**src/pso_pkg.sv**
```systemverilog
// Shared constants, codes and control types for the PWM square oscillator.
`default_nettype none

package pso_pkg;

  localparam int unsigned DIV_W       = 32;
  localparam int unsigned DIV_CNT_W   = 6;
  localparam int unsigned SET_W       = 10;
  localparam int unsigned Q30_W       = 30;
  localparam int unsigned FRAME_W     = 7;
  localparam int unsigned CFG_IDX_W   = 2;
  localparam int unsigned FINE_W      = 20;
  localparam int unsigned RECIP_W     = 41;
  localparam int unsigned RECIP_SHIFT = 30;

  localparam logic [FRAME_W-1:0] MAX_FRAMES  = 7'd64;
  localparam logic [Q30_W-1:0]   DUTY_LOW    = 30'd107374182;
  localparam logic [Q30_W-1:0]   DUTY_HIGH   = 30'd966367641;
  localparam logic [Q30_W-1:0]   SPAN_EIGHT  = 30'd858993459;
  localparam logic [SET_W-1:0]   SETTING_MAX = 10'd1023;
  localparam logic [30:0]        Q30_ONE     = 31'h4000_0000;
  localparam logic [31:0]        Q31_MAX     = 32'h7FFF_FFFF;

  // span = 1023 * SPAN_COARSE + SPAN_FINE; the fine part goes through 1/1023
  localparam logic [19:0]        SPAN_COARSE = 20'd839680;
  localparam logic [SET_W-1:0]   SPAN_FINE   = 10'd819;
  localparam logic [20:0]        RECIP_1023  = 21'd1049602;

  localparam logic [CFG_IDX_W-1:0] REG_SHAPE      = 2'd0;
  localparam logic [CFG_IDX_W-1:0] REG_SHIFTSHAPE = 2'd1;

  typedef enum logic [4:0] {
    ST_IDLE     = 5'b00001,
    ST_STEP_GO  = 5'b00010,
    ST_STEP_DIV = 5'b00100,
    ST_SMP_MUL  = 5'b01000,
    ST_SMP_EMIT = 5'b10000
  } pso_state_e;

  typedef struct packed {
    logic load_item;
    logic div_start;
    logic div_store;
    logic smp_mul;
    logic smp_emit;
  } pso_cmd_t;

  typedef struct packed {
    logic div_busy;
    logic out_free;
    logic last_frame;
  } pso_status_t;

endpackage

`default_nettype wire

```
**src/pso_div.sv**
```systemverilog
// Iterative restoring divider, one quotient bit per cycle.
`default_nettype none

module pso_div import pso_pkg::*; (
  input  wire logic             clk_i,
  input  wire logic             rst_ni,
  input  wire logic             start_i,
  input  wire logic [DIV_W-1:0] dividend_i,
  input  wire logic [SET_W-1:0] divisor_i,
  output logic                  busy_o,
  output logic [DIV_W-1:0]      quotient_o
);

  logic                 busy_q, busy_d;
  logic [DIV_CNT_W-1:0] cnt_q, cnt_d;
  logic [DIV_W-1:0]     quo_q, quo_d;
  logic [SET_W-1:0]     rem_q, rem_d;
  logic [SET_W-1:0]     dsr_q, dsr_d;
  logic [SET_W:0]       rem_shift;
  logic                 ge;

  always_comb begin
    rem_shift = {rem_q, quo_q[DIV_W-1]};
    ge        = rem_shift >= {1'b0, dsr_q};
    busy_d    = busy_q;
    cnt_d     = cnt_q;
    quo_d     = quo_q;
    rem_d     = rem_q;
    dsr_d     = dsr_q;
    if (start_i) begin
      busy_d = 1'b1;
      cnt_d  = DIV_CNT_W'(DIV_W);
      quo_d  = dividend_i;
      rem_d  = '0;
      dsr_d  = divisor_i;
    end else if (busy_q) begin
      rem_d = ge ? SET_W'(rem_shift - {1'b0, dsr_q}) : SET_W'(rem_shift);
      quo_d = {quo_q[DIV_W-2:0], ge};
      cnt_d = cnt_q - 1'b1;
      if (cnt_q == DIV_CNT_W'(1)) begin
        busy_d = 1'b0;
      end
    end
  end

  always_ff @(posedge clk_i or negedge rst_ni) begin
    if (!rst_ni) begin
      busy_q <= 1'b0;
      cnt_q  <= '0;
    end else begin
      busy_q <= busy_d;
      cnt_q  <= cnt_d;
    end
  end

  always_ff @(posedge clk_i) begin
    quo_q <= quo_d;
    rem_q <= rem_d;
    dsr_q <= dsr_d;
  end

  assign busy_o     = busy_q;
  assign quotient_o = quo_q;

endmodule

`default_nettype wire

```
**src/pso_dpath.sv**
```systemverilog
// Datapath: settings, oscillator state, step divider, sample path and output register.
`default_nettype none

module pso_dpath import pso_pkg::*; (
  input  wire logic                 clk_i,
  input  wire logic                 rst_ni,
  input  wire logic                 cfg_we_i,
  input  wire logic [CFG_IDX_W-1:0] cfg_index_i,
  input  wire logic [SET_W-1:0]     cfg_data_i,
  input  wire logic [31:0]          phase_increment_i,
  input  wire logic signed [31:0]   lfo_value_i,
  input  wire logic [FRAME_W-1:0]   frame_count_i,
  input  wire logic                 note_on_i,
  input  wire pso_cmd_t             cmd_i,
  output pso_status_t               status_o,
  input  wire logic                 out_stall_i,
  output logic                      out_valid_o,
  output logic signed [31:0]        sample_o,
  output logic                      last_in_block_o
);

  logic [SET_W-1:0]     shape_q, shiftshape_q;
  logic [31:0]          phase_q, phase_d;
  logic signed [31:0]   smooth_q, smooth_d;
  logic signed [31:0]   step_q, step_d;
  logic [FRAME_W-1:0]   frames_q, frames_d;
  logic [31:0]          inc_q;
  logic signed [31:0]   target_q;
  logic [FRAME_W-1:0]   count_q;
  logic [Q30_W-1:0]     duty_q, angle_q;
  logic [Q30_W-1:0]     shape_coarse_q, tilt_coarse_q;
  logic [FINE_W-1:0]    shape_fine_q, tilt_fine_q;
  logic [Q30_W-1:0]     prod_hi_q;
  logic                 high_q;
  logic                 out_valid_q, out_valid_d;
  logic signed [31:0]   sample_q;
  logic                 last_q;

  logic [FRAME_W-1:0]   count_in;
  logic [RECIP_W-1:0]   shape_recip;
  logic [RECIP_W-1:0]   tilt_recip;
  logic [DIV_W-1:0]     div_dividend;
  logic [SET_W-1:0]     div_divisor;
  logic                 div_busy;
  logic [DIV_W-1:0]     div_quo;
  logic signed [31:0]   diff;
  logic                 diff_neg;
  logic [31:0]          diff_mag;
  logic [31:0]          step_mag;
  logic signed [32:0]   pwm_sum;
  logic [Q30_W-1:0]     pwm;
  logic [31:0]          pwm_lim;
  logic [61:0]          smp_prod;
  logic [30:0]          amp;
  logic [31:0]          mag;
  logic [31:0]          smp_val;
  logic                 out_free;

  always_ff @(posedge clk_i or negedge rst_ni) begin
    if (!rst_ni) begin
      shape_q      <= '0;
      shiftshape_q <= '0;
    end else if (cfg_we_i) begin
      unique case (cfg_index_i)
        REG_SHAPE:      shape_q      <= cfg_data_i;
        REG_SHIFTSHAPE: shiftshape_q <= cfg_data_i;
        default: ;
      endcase
    end
  end

  assign shape_recip = RECIP_W'(shape_fine_q) * RECIP_W'(RECIP_1023);
  assign tilt_recip  = RECIP_W'(tilt_fine_q) * RECIP_W'(RECIP_1023);

  always_ff @(posedge clk_i) begin
    shape_coarse_q <= Q30_W'(shape_q) * Q30_W'(SPAN_COARSE);
    tilt_coarse_q  <= Q30_W'(shiftshape_q) * Q30_W'(SPAN_COARSE);
    shape_fine_q   <= FINE_W'(shape_q) * FINE_W'(SPAN_FINE);
    tilt_fine_q    <= FINE_W'(shiftshape_q) * FINE_W'(SPAN_FINE);
    duty_q  <= DUTY_LOW + shape_coarse_q + Q30_W'(shape_recip[RECIP_W-1:RECIP_SHIFT]);
    angle_q <= tilt_coarse_q + Q30_W'(tilt_recip[RECIP_W-1:RECIP_SHIFT]);
  end

  always_comb begin
    if (frame_count_i == '0) begin
      count_in = FRAME_W'(1);
    end else if (frame_count_i > MAX_FRAMES) begin
      count_in = MAX_FRAMES;
    end else begin
      count_in = frame_count_i;
    end
  end

  assign diff     = target_q - smooth_q;
  assign diff_neg = diff[31];
  assign diff_mag = diff_neg ? 32'(-diff) : 32'(diff);

  assign div_dividend = DIV_W'(diff_mag);
  assign div_divisor  = SET_W'(count_q);

  pso_div u_div (
    .clk_i      (clk_i),
    .rst_ni     (rst_ni),
    .start_i    (cmd_i.div_start),
    .dividend_i (div_dividend),
    .divisor_i  (div_divisor),
    .busy_o     (div_busy),
    .quotient_o (div_quo)
  );

  assign step_mag = div_quo[31:0];

  always_ff @(posedge clk_i) begin
    if (cmd_i.load_item) begin
      inc_q    <= phase_increment_i;
      target_q <= lfo_value_i >>> 1;
      count_q  <= count_in;
    end
  end

  always_comb begin
    pwm_sum = $signed({3'b000, duty_q}) + $signed({smooth_q[31], smooth_q});
    if (pwm_sum < $signed({3'b000, DUTY_LOW})) begin
      pwm = DUTY_LOW;
    end else if (pwm_sum > $signed({3'b000, DUTY_HIGH})) begin
      pwm = DUTY_HIGH;
    end else begin
      pwm = pwm_sum[Q30_W-1:0];
    end
    pwm_lim = {pwm, 2'b00};
  end

  assign smp_prod = 62'(angle_q) * 62'(phase_q);

  always_ff @(posedge clk_i) begin
    if (cmd_i.smp_mul) begin
      prod_hi_q <= smp_prod[61:32];
      high_q    <= phase_q <= pwm_lim;
    end
  end

  assign amp = Q30_ONE - {1'b0, prod_hi_q};
  assign mag = {amp, 1'b0};
  assign smp_val = high_q ? (mag[31] ? Q31_MAX : mag) : 32'(-mag);

  always_comb begin
    phase_d  = phase_q;
    smooth_d = smooth_q;
    step_d   = step_q;
    frames_d = frames_q;
    if (cmd_i.load_item) begin
      frames_d = count_in;
      if (note_on_i) begin
        phase_d  = '0;
        smooth_d = lfo_value_i >>> 1;
      end
    end
    if (cmd_i.div_store) begin
      step_d = diff_neg ? $signed(-step_mag) : $signed(step_mag);
    end
    if (cmd_i.smp_emit) begin
      phase_d  = phase_q + inc_q;
      smooth_d = smooth_q + step_q;
      frames_d = frames_q - 1'b1;
    end
  end

  always_ff @(posedge clk_i or negedge rst_ni) begin
    if (!rst_ni) begin
      phase_q  <= '0;
      smooth_q <= '0;
      step_q   <= '0;
      frames_q <= '0;
    end else begin
      phase_q  <= phase_d;
      smooth_q <= smooth_d;
      step_q   <= step_d;
      frames_q <= frames_d;
    end
  end

  assign out_free    = !out_valid_q || !out_stall_i;
  assign out_valid_d = cmd_i.smp_emit || (out_valid_q && out_stall_i);

  always_ff @(posedge clk_i or negedge rst_ni) begin
    if (!rst_ni) begin
      out_valid_q <= 1'b0;
    end else begin
      out_valid_q <= out_valid_d;
    end
  end

  always_ff @(posedge clk_i) begin
    if (cmd_i.smp_emit) begin
      sample_q <= $signed(smp_val);
      last_q   <= frames_q == FRAME_W'(1);
    end
  end

  assign status_o.div_busy   = div_busy;
  assign status_o.out_free   = out_free;
  assign status_o.last_frame = frames_q == FRAME_W'(1);

  assign out_valid_o     = out_valid_q;
  assign sample_o        = sample_q;
  assign last_in_block_o = last_q;

endmodule

`default_nettype wire

```
**src/pso_ctrl.sv**
```systemverilog
// Controller: sequences the block setup division and the per-sample steps.
`default_nettype none

module pso_ctrl import pso_pkg::*; (
  input  wire logic        clk_i,
  input  wire logic        rst_ni,
  input  wire logic        in_valid_i,
  output logic             in_stall_o,
  input  wire pso_status_t status_i,
  output pso_cmd_t         cmd_o
);

  pso_state_e state_q, state_d;

  always_comb begin
    state_d    = state_q;
    cmd_o      = '0;
    in_stall_o = 1'b1;
    unique case (state_q)
      ST_IDLE: begin
        in_stall_o = 1'b0;
        if (in_valid_i) begin
          cmd_o.load_item = 1'b1;
          state_d         = ST_STEP_GO;
        end
      end
      ST_STEP_GO: begin
        cmd_o.div_start = 1'b1;
        state_d         = ST_STEP_DIV;
      end
      ST_STEP_DIV: begin
        if (!status_i.div_busy) begin
          cmd_o.div_store = 1'b1;
          state_d         = ST_SMP_MUL;
        end
      end
      ST_SMP_MUL: begin
        cmd_o.smp_mul = 1'b1;
        state_d       = ST_SMP_EMIT;
      end
      ST_SMP_EMIT: begin
        if (status_i.out_free) begin
          cmd_o.smp_emit = 1'b1;
          state_d        = status_i.last_frame ? ST_IDLE : ST_SMP_MUL;
        end
      end
      default: begin
        state_d = ST_IDLE;
      end
    endcase
  end

  always_ff @(posedge clk_i or negedge rst_ni) begin
    if (!rst_ni) begin
      state_q <= ST_IDLE;
    end else begin
      state_q <= state_d;
    end
  end

endmodule

`default_nettype wire

```
**src/pwm_square_oscillator.sv**
```systemverilog
// Top level of the PWM square oscillator: controller, datapath and settings port.
//
//   channel  direction  handshake                  beat
//   in       input      in_valid_i / in_stall_o    one audio block
//   out      output     out_valid_o / out_stall_i  one Q31 sample
//   cfg      input      cfg_valid_i / cfg_ready_o  one settings register write
//
// A block's setup after acceptance is one pass of the bit-serial divider for
// the LFO step, with a launch and a store step; then each sample takes a
// multiply step followed by an output load step.
// Duty and tilt follow the settings through a two-stage pipeline.
// Output stalls hold the sample loop in place.
// The next block is accepted as soon as the last sample sits in the output register.
// Reset clears the oscillator state and both settings; cfg_ready_o is always high.
`default_nettype none

module pwm_square_oscillator import pso_pkg::*; (
  input  wire logic                 clk_i,
  input  wire logic                 rst_ni,
  input  wire logic                 cfg_valid_i,
  output logic                      cfg_ready_o,
  input  wire logic [CFG_IDX_W-1:0] cfg_index_i,
  input  wire logic [SET_W-1:0]     cfg_data_i,
  input  wire logic                 in_valid_i,
  output logic                      in_stall_o,
  input  wire logic [31:0]          phase_increment_i,
  input  wire logic signed [31:0]   lfo_value_i,
  input  wire logic [FRAME_W-1:0]   frame_count_i,
  input  wire logic                 note_on_i,
  output logic                      out_valid_o,
  input  wire logic                 out_stall_i,
  output logic signed [31:0]        sample_o,
  output logic                      last_in_block_o
);

  pso_cmd_t    cmd;
  pso_status_t status;

  assign cfg_ready_o = 1'b1;

  pso_ctrl u_ctrl (
    .clk_i      (clk_i),
    .rst_ni     (rst_ni),
    .in_valid_i (in_valid_i),
    .in_stall_o (in_stall_o),
    .status_i   (status),
    .cmd_o      (cmd)
  );

  pso_dpath u_dpath (
    .clk_i             (clk_i),
    .rst_ni            (rst_ni),
    .cfg_we_i          (cfg_valid_i && cfg_ready_o),
    .cfg_index_i       (cfg_index_i),
    .cfg_data_i        (cfg_data_i),
    .phase_increment_i (phase_increment_i),
    .lfo_value_i       (lfo_value_i),
    .frame_count_i     (frame_count_i),
    .note_on_i         (note_on_i),
    .cmd_i             (cmd),
    .status_o          (status),
    .out_stall_i       (out_stall_i),
    .out_valid_o       (out_valid_o),
    .sample_o          (sample_o),
    .last_in_block_o   (last_in_block_o)
  );

endmodule

`default_nettype wire
```
**config.mk**
```make
export PLATFORM = sky130hd
export DESIGN_NAME = pwm_square_oscillator
export DESIGN_NICKNAME = d
export VERILOG_FILES = /design/src/pso_pkg.sv /design/src/pso_div.sv /design/src/pso_dpath.sv /design/src/pso_ctrl.sv /design/src/pwm_square_oscillator.sv
export SDC_FILE = /design/constraint.sdc
export NUM_CORES = 2
export LEC_CHECK = 0
export BUFFER_PORTS_ARGS = -buffer_cell sky130_fd_sc_hd__buf_4
export CORE_ASPECT_RATIO = 0.75
export CORE_MARGIN = 2
export CORE_UTILIZATION = 40
export CTS_CLUSTER_DIAMETER = 30
export DETAILED_ROUTE_END_ITERATION = 10
export PLACE_DENSITY = 0.62
export SYNTH_ARGS = -nofsm -noshare
export SYNTH_HDL_FRONTEND = slang
export SYNTH_SLANG_ARGS = --single-unit
```
**constraint.sdc**
```tcl
create_clock -name clk_i -period 18.5 [get_ports clk_i]
set_input_delay 1.85 -clock clk_i [delete_from_list [all_inputs] [get_ports clk_i]]
set_output_delay 1.85 -clock clk_i [all_outputs]
set_load 0.02 [all_outputs]
```
; Yosys cells after proc, flatten, opt, wreduce, memory -nomap -nowiden
; Index checks and enable logic that the tools add are counted.
[word_totals]
latchBits = 0
regBits = 455
mem_bits_ro = 0
mem_count = 0
elab_cells = 115
ramBits = 0
[op_classes]
order_cmp = 5
add_sub_neg = 14
n_mul = 7
eq_ne = 11
shifts = 0
bitwise = 0
div_mod_pow = 0
reduce_logical = 14
n_mux = 38
[ops]
columns = operator, n
row1 = 32-bit two-way mux, 11
row2 = 32-bit negation, 3
row3 = "20-bit by 20-bit multiplier with 40-bit output, second input constant", 2
row4 = 32-bit adder, 2
row5 = 30-bit by 32-bit multiplier with 62-bit output, 1
row6 = 30-bit by 11-bit adder with 30-bit output, 2
row7 = 30-bit two-way mux, 2
row8 = "10-bit by 10-bit multiplier with 20-bit output, second input constant", 2
row9 = "10-bit by 8-bit multiplier with 18-bit output, second input constant", 2
row10 = 31-bit by 32-bit adder with 33-bit output, 1
row11 = "33-bit by 31-bit > comparator with 1-bit output, second input constant", 1
row12 = "33-bit by 28-bit less-than comparator with 1-bit output, second input constant", 1
row13 = 32-bit less-or-equal comparator, 1
row14 = 31-bit by 32-bit subtractor with 32-bit output, 1
row15 = 31-bit two-way mux, 1
row16 = "31-bit by 30-bit subtractor with 31-bit output, first input constant", 1
row17 = "27-bit by 30-bit adder with 30-bit output, first input constant", 1
row18 = 7-bit two-way mux, 4
row19 = 5-bit one-hot mux with 5 select lines, 1
row20 = 5-bit two-way mux, 3
row21 = 1-bit two-way mux, 12
row22 = 6-bit two-way mux, 2
row23 = 11-bit by 7-bit >= comparator with 1-bit output, 1
row24 = 10-bit two-way mux, 1
row25 = 23 further kinds, 30

; Depth between registers and ports, before layout
[depth]
word_depth = 6
ltp_mapped = 29
mapped_depth_nobuf = 27

; Cells and area by module
; A second synthesis with hierarchy kept.
[unflattened]
cells_unflattened = 6760
area_unflattened_um2 = 63701.1
[modules_own_cells]
columns = module, n_inst, area_per_inst_um2, cells_each
row1 = pso_dpath, 1, 60440.5, 6492
row2 = pso_div, 1, 2949.1, 230
row3 = pso_ctrl, 1, 300.3, 36
row4 = pwm_square_oscillator, 1, 11.3, 2

; Worst setup path before layout
; OpenSTA, ideal clock, no wires.
[synth_path]
kind = register to register
start = register u_dpath.phase_q[10]
end = register u_dpath.prod_hi_q[29] (data pin)
stages_incl_launch_ff = 29
path_buffers = 1
required_time_ps = 18240
period_less_slack_ps = 8012
slack_ps = 10488
arrival_time_ps = 7752
path_cell_list = dfrtp_1 > clkbuf_1 > and2_1 > fa_1 > inv_1 > fa_1 > inv_1 > fa_1 > inv_1 > fa_1 > inv_1 > fa_1 > fa_1 > fa_1 > inv_1 > fa_1 > inv_1 > ha_1 > nand2_1 > o21ai_0 > a41oi_1 > or4_1 > a211o_1 > a211oi_1 > nor2_1 > o311ai_0 > a31oi_1 > o21bai_1 > xnor2_1
[synth_via]
elab_chain_len = 1
[synth_lines]
columns = element, line
row1 = from (decl), pso_dpath.sv:23  ; logic [31:0] phase_q, phase_d;
row2 = from (signal assigned), pso_dpath.sv:175  ; phase_q <= phase_d;
row3 = 30-bit by 32-bit multiplier with 62-bit output, pso_dpath.sv:133  ; assign smp_prod = 62'(angle_q) * 62'(phase_q);
row4 = named net u_dpath.smp_prod[61], pso_dpath.sv:53  ; logic [61:0] smp_prod;
row5 = to (signal assigned), pso_dpath.sv:137  ; prod_hi_q <= smp_prod[61:32];
row6 = to (decl), pso_dpath.sv:33  ; logic [Q30_W-1:0] prod_hi_q;
; The timed path passes the listed nets, and every way through them passes these cells.
; A chain may end at the register's enable or synchronous reset.

; Worst setup path in the final report
[layout_path]
start = register u_dpath.phase_q[8]
end = register u_dpath.prod_hi_q[29] (data pin)
; The elaborated chain is that of the path after synthesis.

==> key figures <==
Outcome
  – Status: completed

Clock network
  – Clk sinks: approximately 450
  – Clk root buf: clkbuf_16
  – Worst-skew pair later-pin latency: roughly 0.72 ns
  – CTS tree: yes
  – CTS Buf Count: slightly above 90
  – Setup bufs post-CTS: 0
  – Clock Path Buffers: 3
  – # resized after CTS: 0
  – Worst-path clk slew: around 0.050 ns
  – H-tree depth: 3
  – Hold_buf cts: 0

STA
  – Final setup vio count: 0
  – Fin. max-slew vios: 0
  – Fin crit share: 0.5299
  – Fin crit period: between 9 and 10 ns
  – Layout Skew: ~0.08 ns
  – Setup_tns: 0 ns
  – Final Hold Viols: 0
  – Hold WS: around 0.32 ns
  – RSZ-0062 raised after global routing: no
  – Worst-Margin Slew: between 1 and 1.5 ns
  – Max_slew headroom: 0.2072
  – Max Fclk: roughly 0.10 GHz

Yosys
  – Ranking of synthesized cells by area: fa_1 28%, ha_1 15%, edfxtp_1 8.2%
  – Mapped Cells: about 6700
  – Sequential share of the synthesized area: 0.1818
  – Synthesized area: between 0.06 and 0.07 mm^2
  – Synth area leader: fa_1
  – Syn Area/Cell: 9.423 um^2
  – EDFF count, synth: approximately 170
  – FFs w/ async S/R, synth: 0.3009
  – Ys Warns: 0
  – Main flop type after synthesis: edfxtp_1
  – Synth top area share: 0.2787
  – Netlist cell types: 100
  – Synth Net Count: about 8400
  – #FFs+latches synth: between 400 and 500

Min path
  – Min-delay src: u_dpath.tilt_coarse_q[20]
  – WHS Path Cells: 0
  – Min-delay worst type: reg2reg
  – Min-Delay Endpoint: u_dpath.angle_q[20]

Finish
  – Fin util: 0.4410
  – Final Net Count: 8428
  – Layout cells sized above 1: 0.06432
  – Fill count: approximately 15000
  – Area Growth Syn to Fin: 9.812%

Global routing
  – Total track usage: 0.2144
  – Met3 usage: 0.06521
  – Initial antenna violation count: 3
  – Grt total ovfl: 0
  – Routing usage on met1: 0.3150
  – Number of global-route vias before repair: between 40000 and 50000
  – Routing usage on met2: 0.3094
  – Pin count of the biggest net entering global routing: 74
  – Most Crowded Layer GR: met1
  – First-pass GRT wire length: approximately 270000 um

Floorplanning
  – Die width: 462.5 um
  – Die height: about 350 um
  – IO Count: ~130
  – Die area: between 0.15 and 0.2 mm^2
  – Core ar.: between 0.15 and 0.2 mm^2
  – Row cnt: 126
  – Starting Density: 0.4016

Placement
  – DP Wirelength: 131200 um
  – Number of port buffers: 122
  – GPL Wtd Cong: 0.9172

Critical path
  – R2r worst-path depth: 26
  – Worst Path Max Fanout: 17
  – Req. time, crit path: 18.89 ns
  – R2R Setup Slk: roughly 8.7 ns
  – Worst R2R Start: u_dpath.phase_q[8]
  – Crit Path Class: reg2reg
  – FF-to-FF End: u_dpath.prod_hi_q[29]
  – Critical Path Sink Type: flip-flop
  – Setup crit start kind: flip-flop
  – Critical Path AT: 10.19 ns

Power and ir drop
  – Pwr Density: around 150 mW/mm^2
  – VDD IR-drop max: between 0.0001 and 0.00015 V
  – Leak pwr: 34.58 nW

Route
  – DR pass1 iterations: 6
  – Initial DRC count: between 3000 and 4000
  – Avg WL per Cell: between 15 and 20 um
  – Antenna Violating Nets Remaining: 0
  – DRC: 0
  – Via count: approximately 47000
  – Vias/cell: about 5.3
  – Drt total wl: 171200 um

Run
  – Max_cap viols: 0
how the worst max path moves through the flow:
stage / slack, ns / end / depth (start not counted) / start
2_1_floorplan: 10.49 / u_dpath.prod_hi_q[29] / 28 / u_dpath.phase_q[10]
3_3_place_gp: 8.93 / u_dpath.prod_hi_q[29] / 28 / u_dpath.phase_q[8]
5_1_grt: 8.36 / u_dpath.prod_hi_q[29] / 28 / u_dpath.phase_q[8]
4_1_cts: 8.80 / u_dpath.prod_hi_q[29] / 28 / u_dpath.phase_q[8]
6_report: 8.70 / u_dpath.prod_hi_q[29] / 26 / u_dpath.phase_q[8]
3_5_place_dp: 8.90 / u_dpath.prod_hi_q[29] / 28 / u_dpath.phase_q[8]
worst max-delay path, stage by stage, from the launching register on:
cell      delay (ns)
dfrtp_1         1.04
buf_4           0.42
and2_1          0.20
fa_1            0.39
inv_1           0.07
fa_1            0.41
inv_1           0.09
fa_1            0.45
fa_1            0.59
fa_1            0.46
fa_1            0.53
fa_1            0.57
inv_1           0.07
fa_1            0.54
inv_1           0.05
ha_1            0.37
nand2_1         0.09
o21ai_0         0.42
a41oi_1         0.09
or4_1           0.67
a211o_1         0.39
a211oi_1        0.39
nor2_1          0.14
o311ai_0        0.53
a31oi_1         0.22
o21bai_1        0.19
xnor2_1         0.07
where the power goes:
part           internal [mW]  switching [mW]
Combinational           2.85            4.16
Sequential              1.49           0.499
Clock                   1.02           0.644
logic make-up (layout without fill, tap and decap cells):
group | after synthesis | count (layout) | share of synthesized area
adder cells (fa/ha/maj) | 1640 | 1640 | 0.4299
XOR/XNOR | 331 | 331 | 0.04597
AND/OR/NAND/NOR | 1863 | 1863 | 0.1516
buffers and inverters | 1391 | 1478 | 0.08332
other | 1 | 4 | 0.00005947
AO/OA/AOI/OAI | 979 | 979 | 0.1014
multiplexers | 35 | 35 | 0.005973
flip-flops | 452 | 452 | 0.1818
placed cells by master (no fill, tap or decap), drive strengths merged, types with 129 or more instances in the layout:
cell and n:
xor2 129, buf 188, dfxtp 143, inv 1143
o21ai 234, a21oi 223, ha 761, dfrtp 135
and2 602, edfxtp 173, xnor2 202, nand2 595
fa 878, nor2 240
layout make-up:
type / instances / area, um^2 / area share
multi-input cells: 4849 / 46350 / 0.6694
flip-flops and latches: 452 / 11480 / 0.1657
inverters: 1117 / 4194 / 0.06057
well taps: 2112 / 2643 / 0.03816
clock buffers: 96 / 2349 / 0.03392
repair buffers: 188 / 1415 / 0.02044
clock inverters: 77 / 808.3 / 0.01167
diodes: 3 / 7.507 / 0.0001084
cell usage after synthesis (all sizes together) (135+ instances only):
cell type     n
nand2       595
and2        602
inv        1117
fa          878
o21ai       234
xnor2       202
a21oi       223
dfxtp       143
nor2        240
ha          761
dfrtp       135
clkbuf      258
edfxtp      173
layer usage:
metal | vias up | part of all wire
li1 | 21771 | -
met1 | 23178 | 0.47
met2 | 1776 | 0.41
met3 | 205 | 0.10
met4 | 0 | 0.018
met5 | - | 0
through the flow:
step	area, um^2	instances	power, mW	worst slack (ns)
6_report	69240	8894	10.66	8.696
3_5_place_dp	66080	8718	8.895	8.899
4_1_cts	69240	8891	10.65	8.804
3_3_place_gp	66080	8718	8.740	8.927
5_1_grt	69240	8891	11.69	8.363
2_1_floorplan	63060	6692	7.009	10.49
state kept, by name, summed over array words and instances (netlist names), 10 cells and up:
signal,count
u_dpath.prod_hi_q,30
u_dpath.target_q,31
u_dpath.inc_q,32
u_dpath.tilt_coarse_q,17
u_dpath.smooth_q,32
u_dpath.angle_q,29
u_dpath.shape_q,10
u_dpath.duty_q,30
u_dpath.step_q,32
u_dpath.tilt_fine_q,20
u_dpath.shape_fine_q,20
u_dpath.shiftshape_q,10
u_dpath.u_div.rem_q,10
u_dpath.u_div.quotient_o,32
u_dpath.phase_q,32
u_dpath.shape_coarse_q,17
u_dpath.sample_o,32
Note: power is estimated with default switching activity, not from simulation.
